File: src/rqlb_pkg.sv
`timescale 1ns / 1ps
package rqlb_pkg;

    localparam int QDEPTH = 2;
    localparam int NCNT   = 6;

    localparam logic [31:0] FIRST_BOUND_RST  = 32'd10000000;
    localparam logic [31:0] SECOND_BOUND_RST = 32'd20000000;
    localparam logic [31:0] THIRD_BOUND_RST  = 32'd50000000;

    // configuration register indexes
    localparam logic [1:0] CFG_FIRST  = 2'd0;
    localparam logic [1:0] CFG_SECOND = 2'd1;
    localparam logic [1:0] CFG_THIRD  = 2'd2;

    // counter slots within a group row and the global set
    localparam logic [2:0] CNT_VOL   = 3'd0;
    localparam logic [2:0] CNT_INVOL = 3'd1;
    localparam logic [2:0] CNT_BIN0  = 3'd2;

    typedef enum logic [2:0] {
        CMD_WAKEUP      = 3'd0,
        CMD_SWITCH      = 3'd1,
        CMD_EXIT        = 3'd2,
        CMD_REMOVE      = 3'd3,
        CMD_READ_GROUP  = 3'd4,
        CMD_READ_GLOBAL = 3'd5,
        CMD_NONE        = 3'd6
    } cmd_t;

    typedef enum logic [1:0] {
        STS_OK        = 2'd0,
        STS_NO_LAT    = 2'd1,
        STS_FULL      = 2'd2,
        STS_NOT_FOUND = 2'd3
    } status_t;

    typedef enum logic [2:0] {
        S_CLEAR,
        S_IDLE,
        S_DISPATCH,
        S_PSCAN,
        S_GSCAN,
        S_ACT,
        S_BIN,
        S_DONE
    } state_t;

    typedef enum logic [2:0] {
        SW_PREV_STAMP,
        SW_PREV_GROUP,
        SW_NEXT_TAKE,
        SW_NEXT_GROUP,
        SW_END
    } step_t;

    typedef enum logic [2:0] {
        ACT_STAMP,
        ACT_DEL,
        ACT_TAKE,
        ACT_BUMP,
        ACT_REMOVE,
        ACT_READ
    } act_t;

    typedef struct packed {
        cmd_t        cmd;
        logic [63:0] now;
        logic [21:0] pid;
        logic [63:0] grp;
        logic        grp_ok;
        logic [21:0] ppid;
        logic        prun;
        logic [63:0] pgrp;
        logic        prev_stamp;
        logic        prev_count;
    } item_t;

    typedef struct packed {
        logic [31:0] first;
        logic [31:0] second;
        logic [31:0] third;
    } bounds_t;

    typedef struct packed {
        logic        vld;
        logic [21:0] tag;
        logic [63:0] stamp;
    } pend_t;

    typedef struct packed {
        logic                      vld;
        logic [63:0]               key;
        logic [NCNT-1:0][31:0]     cnt;
    } grow_t;

    function automatic logic [31:0] sat_inc(input logic [31:0] v);
        return (v == 32'hFFFF_FFFF) ? v : v + 32'd1;
    endfunction

endpackage

File: src/rqlb_front.sv
`timescale 1ns / 1ps
module rqlb_front
    import rqlb_pkg::*;
(
    input  logic        clk,
    input  logic        rst_n,
    input  logic        in_valid,
    output logic        in_ready,
    input  logic [2:0]  command,
    input  logic [63:0] now_ns,
    input  logic [21:0] task_pid,
    input  logic [63:0] task_key,
    input  logic        task_group_ok,
    input  logic [21:0] prior_pid,
    input  logic        prev_running,
    input  logic [63:0] prev_group,
    input  logic        prev_group_ok,
    input  logic        hold,
    output logic        q_valid,
    output item_t       q_item,
    input  logic        q_pop
);

    item_t      fifo_reg [QDEPTH];
    logic       wr_ptr_reg, wr_ptr_next;
    logic       rd_ptr_reg, rd_ptr_next;
    logic [1:0] cnt_reg, cnt_next;
    item_t      cls;
    logic       push;

    // decode the command and fold the per-task conditions into flags
    always_comb
    begin
        cls.cmd        = (command > CMD_READ_GLOBAL) ? CMD_NONE : cmd_t'(command);
        cls.now        = now_ns;
        cls.pid        = task_pid;
        cls.grp        = task_key;
        cls.grp_ok     = task_group_ok;
        cls.ppid       = prior_pid;
        cls.prun       = prev_running;
        cls.pgrp       = prev_group;
        cls.prev_stamp = prev_running && (prior_pid != '0);
        cls.prev_count = prev_group_ok && (prior_pid != '0);
    end

    assign in_ready = (cnt_reg != 2'(QDEPTH)) && !hold;
    assign push     = in_valid && in_ready;
    assign q_valid  = (cnt_reg != 2'd0);
    assign q_item   = fifo_reg[rd_ptr_reg];

    always_comb
    begin
        wr_ptr_next = push ? ~wr_ptr_reg : wr_ptr_reg;
        rd_ptr_next = q_pop ? ~rd_ptr_reg : rd_ptr_reg;
        cnt_next    = cnt_reg + 2'(push) - 2'(q_pop);
    end

    always_ff @(posedge clk or negedge rst_n)
    begin
        if (!rst_n)
        begin
            wr_ptr_reg <= 1'b0;
            rd_ptr_reg <= 1'b0;
            cnt_reg    <= 2'd0;
        end
        else
        begin
            wr_ptr_reg <= wr_ptr_next;
            rd_ptr_reg <= rd_ptr_next;
            cnt_reg    <= cnt_next;
        end
    end

    always_ff @(posedge clk)
    begin
        if (push)
        begin
            fifo_reg[wr_ptr_reg] <= cls;
        end
    end

endmodule

File: config.mk
export PLATFORM = sky130hd
export DESIGN_NAME = rqlb_front
export DESIGN_NICKNAME = d
export VERILOG_FILES = /design/src/rqlb_pkg.sv /design/src/rqlb_front.sv
export SDC_FILE = /design/constraint.sdc
export NUM_CORES = 1
export LEC_CHECK = 0
export ABC_AREA = 1
export ABC_CLOCK_PERIOD_IN_PS = 12300
export BUFFER_PORTS_ARGS = -buffer_cell sky130_fd_sc_hd__buf_2
export CAP_MARGIN = 20
export CORE_MARGIN = 4
export CORE_UTILIZATION = 47
export DETAILED_ROUTE_END_ITERATION = 8
export PLACE_DENSITY = 0.79
export SETUP_SLACK_MARGIN = 0.15
export SLEW_MARGIN = 20
export SYNTH_ARGS = -nofsm -noshare
export SYNTH_HDL_FRONTEND = slang
export SYNTH_SLANG_ARGS = --single-unit
File: constraint.sdc
create_clock -name clk -period 12.3 [get_ports clk]
set_input_delay 2.46 -clock clk [delete_from_list [all_inputs] [get_ports clk]]
set_output_delay 2.46 -clock clk [all_outputs]
set_load 0.01 [all_outputs]
Yosys cells after proc, flatten, opt, wreduce, memory -nomap -nowiden
Memory sizes are Yosys's and may differ from the RTL's.
Index checks and enable logic that the tools add are counted.
Cells by class
  add/subtract/negate cells: 2
  multiply operators: 0
  divide/modulo/power cells: 0
  magnitude comparators: 1
  equality and inequality tests: 1
  shift-type cells: 0
  muxes and demuxes: 3
  bitwise logic cells: 2
  reductions and logical operators: 7
Operator list (number)
  $reduce_bool 22->1: 1
  $logic_and 1x1->1: 4
  $gt 3x3->1 const B: 1
  $mux 3: 1
  $add 2x1->2: 1
  $mux 1: 2
  $ne 2x2->1 const B: 1
  $not 1->1: 2
  $reduce_bool 2->1: 1
  $sub 2x1->2: 1
  $logic_not 1->1: 1
Word-level totals
  flip-flop bits (word level): 4
  latch bits: 0
  memory bits (writable): 486
  ROM bits: 0
  input port bits: 247
  output and inout port bits: 245
  memories kept: 1
Memory list
  fifo_reg: words 2, width 243, rd ports 1, clocked after memory_dff 0, wr ports 1, RTL line rqlb_front.sv:24  | item_t fifo_reg [QDEPTH];

Depth between registers and ports, before layout
  depth after elaboration: 5
  mapped depth: 7

Worst setup path before layout
No wires, ideal clock.
  path kind: input to register
  start: input hold
  end: memory fifo_reg[0][0] (netlist bit), enable pin
  setup time: 0.852 ns
  arrival: 12.968 ns
  data required time: 11.448 ns
  setup slack: -1.520 ns
  cell stages on the path: 3
  path buffers: 0
  cell sequence: a21oi_1 nand2_1 nor2_1
On the way
  cells in the longest elaborated chain, start to end: 5
RTL lines
  start, declared: RTL line rqlb_front.sv:18  | input logic hold,
  $logic_not 1->1: RTL line rqlb_front.sv:46  | assign in_ready = (cnt_reg != 2'(QDEPTH)) && !hold;
  $logic_and 1x1->1: RTL line rqlb_front.sv:46
  $logic_and 1x1->1: RTL line rqlb_front.sv:47  | assign push = in_valid && in_ready;
  $mux 1: RTL line rqlb_front.sv:76  | if (push)
  $mux 1 (not written as such): RTL line rqlb_front.sv:78  | fifo_reg[wr_ptr_reg] <= cls;
  end, declared: RTL line rqlb_front.sv:24
Every way passes these cells.

==> results.json <==
{
  "status": "completed",
  "synthesis.nets": 1050,
  "drive_above_1_share_pct": 59.7,
  "synth_edf_count": 486,
  "power_density_nw_per_um2": 215,
  "crit_required_ps": 9840,
  "nNetsFinal": 1572,
  "worst_setup_path_start_kind": "register",
  "fin_crit_ps": 6120,
  "root_buffer": "clkbuf_16",
  "finalHoldViolCount": 0,
  "worst_slew_pin_slew_ps": 1210,
  "synth_top_area_share_pct": 78.9,
  "drt_wl_total_um": 39200,
  "cts_buffer_depth": 3,
  "cts_tree": "yes",
  "postLayoutCellArea_sq_um": 23000,
  "antenna_found_initial": 12,
  "die_w_um": 206,
  "dpl_cell_area_sq_um": 21400,
  "critPathMaxStageDelay_ps": 940,
  "ant_nets": 0,
  "seqCellArea_sq_um": 14700,
  "cts-buffers-inserted": 48,
  "max_cap_viol_count": 0,
  "synth.most_common_cell": "edfxtp_1",
  "postSynthAreaPerCell_sq_um": 23.1,
  "path_common_cell": "buf_4",
  "h-tree-depth": 2,
  "multiInputGateArea_sq_um": 3530,
  "relSlewSlack_pct": 19.4,
  "synthToLayoutAreaGrowth_pct": 24.2,
  "postLayoutSetupSlackWorst_ps": 6180,
  "synthCells": 801,
  "crit_path_end_kind": "output port",
  "dp.cells": 1791,
  "slew_violations": 0,
  "synth_cell_type_count": 17,
  "post_cts_buffers": 0,
  "p_leak_nw": 8.93,
  "cts.sinks": 490,
  "ctsResizeCount": 0,
  "timing.fmax_ghz": 0.163,
  "gp_congestion": 0.827,
  "yosys_register_bits": 490,
  "setup_viol": 0,
  "tns_ps": 0,
  "fin_crit_sh_pct": 49.7,
  "irDropWorstVdd_mv": 0.137,
  "grt_pass1_vias": 9775,
  "largest_register_ff_count": 486,
  "num_io_pins": 492,
  "crit_chain": "buf_4 -> buf_4 -> mux2_2 -> buf_2",
  "final_cell_count_no_fill": 1888,
  "synth_top_flop_cell": "edfxtp_1",
  "rsz0062_at_grt": "no",
  "totalPowerFinal_mw": 4.94,
  "fin_skew_ps": 15.4,
  "ys_seq_area_share_pct": 79.5,
  "die_h_um": 206,
  "die_area_sq_um": 42600,
  "hold_path_class": "register to register",
  "hold_buffers": 0,
  "arrival_ps": 3660,
  "drt_iter0_drc": 476,
  "pre_cts_ws_ps": 6750,
  "async_flop_share_pct": 0.816,
  "vias": 9368,
  "fillers": 2858,
  "drt_pass1_iterations": 5,
  "path_clk_slew_ps": 60,
  "grt_pass1_wl_um": 56300,
  "grtUsageTotal_pct": 17.5,
  "ys_top_cells_by_count": "edfxtp_1, mux2_4, mux2_2",
  "drc_errors": 0,
  "yosysWarnings": 0,
  "port_buffers": 491,
  "yosys.area.top_type": "edfxtp_1",
  "synth.cell_area_sq_um": 18500,
  "path_max_fanout": 68,
  "ys_top_cells_by_area": "edfxtp_1, mux2_4, mux2_2, buf_6, dfrtp_1",
  "start_util_pct": 47.7,
  "rows": 72,
  "crit_type": "register to output port",
  "clk_latency_ps": 560,
  "cpMaxStageDelayCell": "buf_4",
  "dpl.hpwl_um": 27100,
  "grt_overflow": 0,
  "vias_per_cell": 4.96,
  "core_area_sq_um": 38700,
  "grt_max_degree": 170,
  "wl_per_cell_um": 20.8
}
## cells by family after synthesis
group,synth area share [%]
multiplexers,18.0
AND/OR/NAND/NOR,0.562
adder cells (fa/ha/maj),0.135
flip-flops,79.5
buffers and inverters,1.52
XOR/XNOR,0.190
AO/OA/AOI/OAI,0.0677
## area by class of cell
type                    instances  area share (%)
clock inverters                24           0.970
multi-input cells             277            15.4
well taps                     518            2.82
inverters                       5          0.0817
diodes                         10           0.109
clock buffers                  63            5.57
flip-flops and latches        490            64.0
repair buffers                501            11.1
## layout by cell type (no fill, tap or decap)
cell type | synthesis | routed
clkbuf_16 | 0 | 49
or2_2 | 2 | 2
clkinv_1 | 0 | 10
nand3_1 | 1 | 1
mux2_2 | 83 | 83
mux2_4 | 160 | 160
dfrtp_1 | 4 | 3
dfrtp_4 | 0 | 1
clkbuf_1 | 2 | 14
clkinv_2 | 0 | 5
nand2_1 | 8 | 8
xnor2_1 | 2 | 2
edfxtp_1 | 486 | 486
nor2_4 | 0 | 2
inv_6 | 0 | 2
diode_2 | 0 | 10
bufinv_16 | 0 | 4
ha_1 | 2 | 2
xor2_1 | 2 | 2
buf_12 | 0 | 1
clkinvlp_4 | 0 | 3
buf_4 | 0 | 9
a21boi_0 | 1 | 1
a21oi_1 | 1 | 1
inv_1 | 5 | 5
nor2_1 | 15 | 13
buf_2 | 8 | 491
## report_power, final
group	internal, mW	switching, mW
combinational	0.697	0.704
sequential	2.08	0.0731
clock	0.815	0.576
total	3.59	1.35
## layer usage
layer / GRT usage [%] / up-vias / wire length [um] / part of all wire, %
li1: - / 4235 / - / -
met1: 19.6 / 4624 / 13700 / 35
met2: 30.5 / 411 / 20500 / 52
met3: 5.16 / 94 / 3290 / 8.4
met4: 9.15 / 4 / 1660 / 4.2
met5: 0 / - / 18 / 0.046
## through the flow
stage,utilization [%],hold slack [ps]
2_1_floorplan,-,492
3_3_place_gp,55.3,537
3_5_place_dp,55.3,560
4_1_cts,59.2,579
5_1_grt,59.3,588
6_report,59.3,584
## path summary, 6_finish.rpt
kind	slack (ps)	to	start	depth (start not counted)
setup / recovery	6180	q_item[239]	rd_ptr_reg$_DFFE_PN0P_	4
hold / removal	580	cnt_reg[0]$_DFF_PN0_	cnt_reg[0]$_DFF_PN0_	1
setup reg to reg	9240	fifo_reg[0][220]$_DFFE_PP_	cnt_reg[0]$_DFF_PN0_	6
hold reg to reg	580	cnt_reg[0]$_DFF_PN0_	cnt_reg[0]$_DFF_PN0_	1
max in group asynchronous	10470	rd_ptr_reg$_DFFE_PN0P_	rst_n	1
min in group asynchronous	1690	cnt_reg[0]$_DFF_PN0_	rst_n	1
## critical path, delay by kind of cell (launching register included)
kind / cells / cell delay, ps
buffers and inverters: 3 / 1810
DFF: 1 / 720
muxes: 1 / 430
Note: power is estimated with default switching activity, not from simulation.
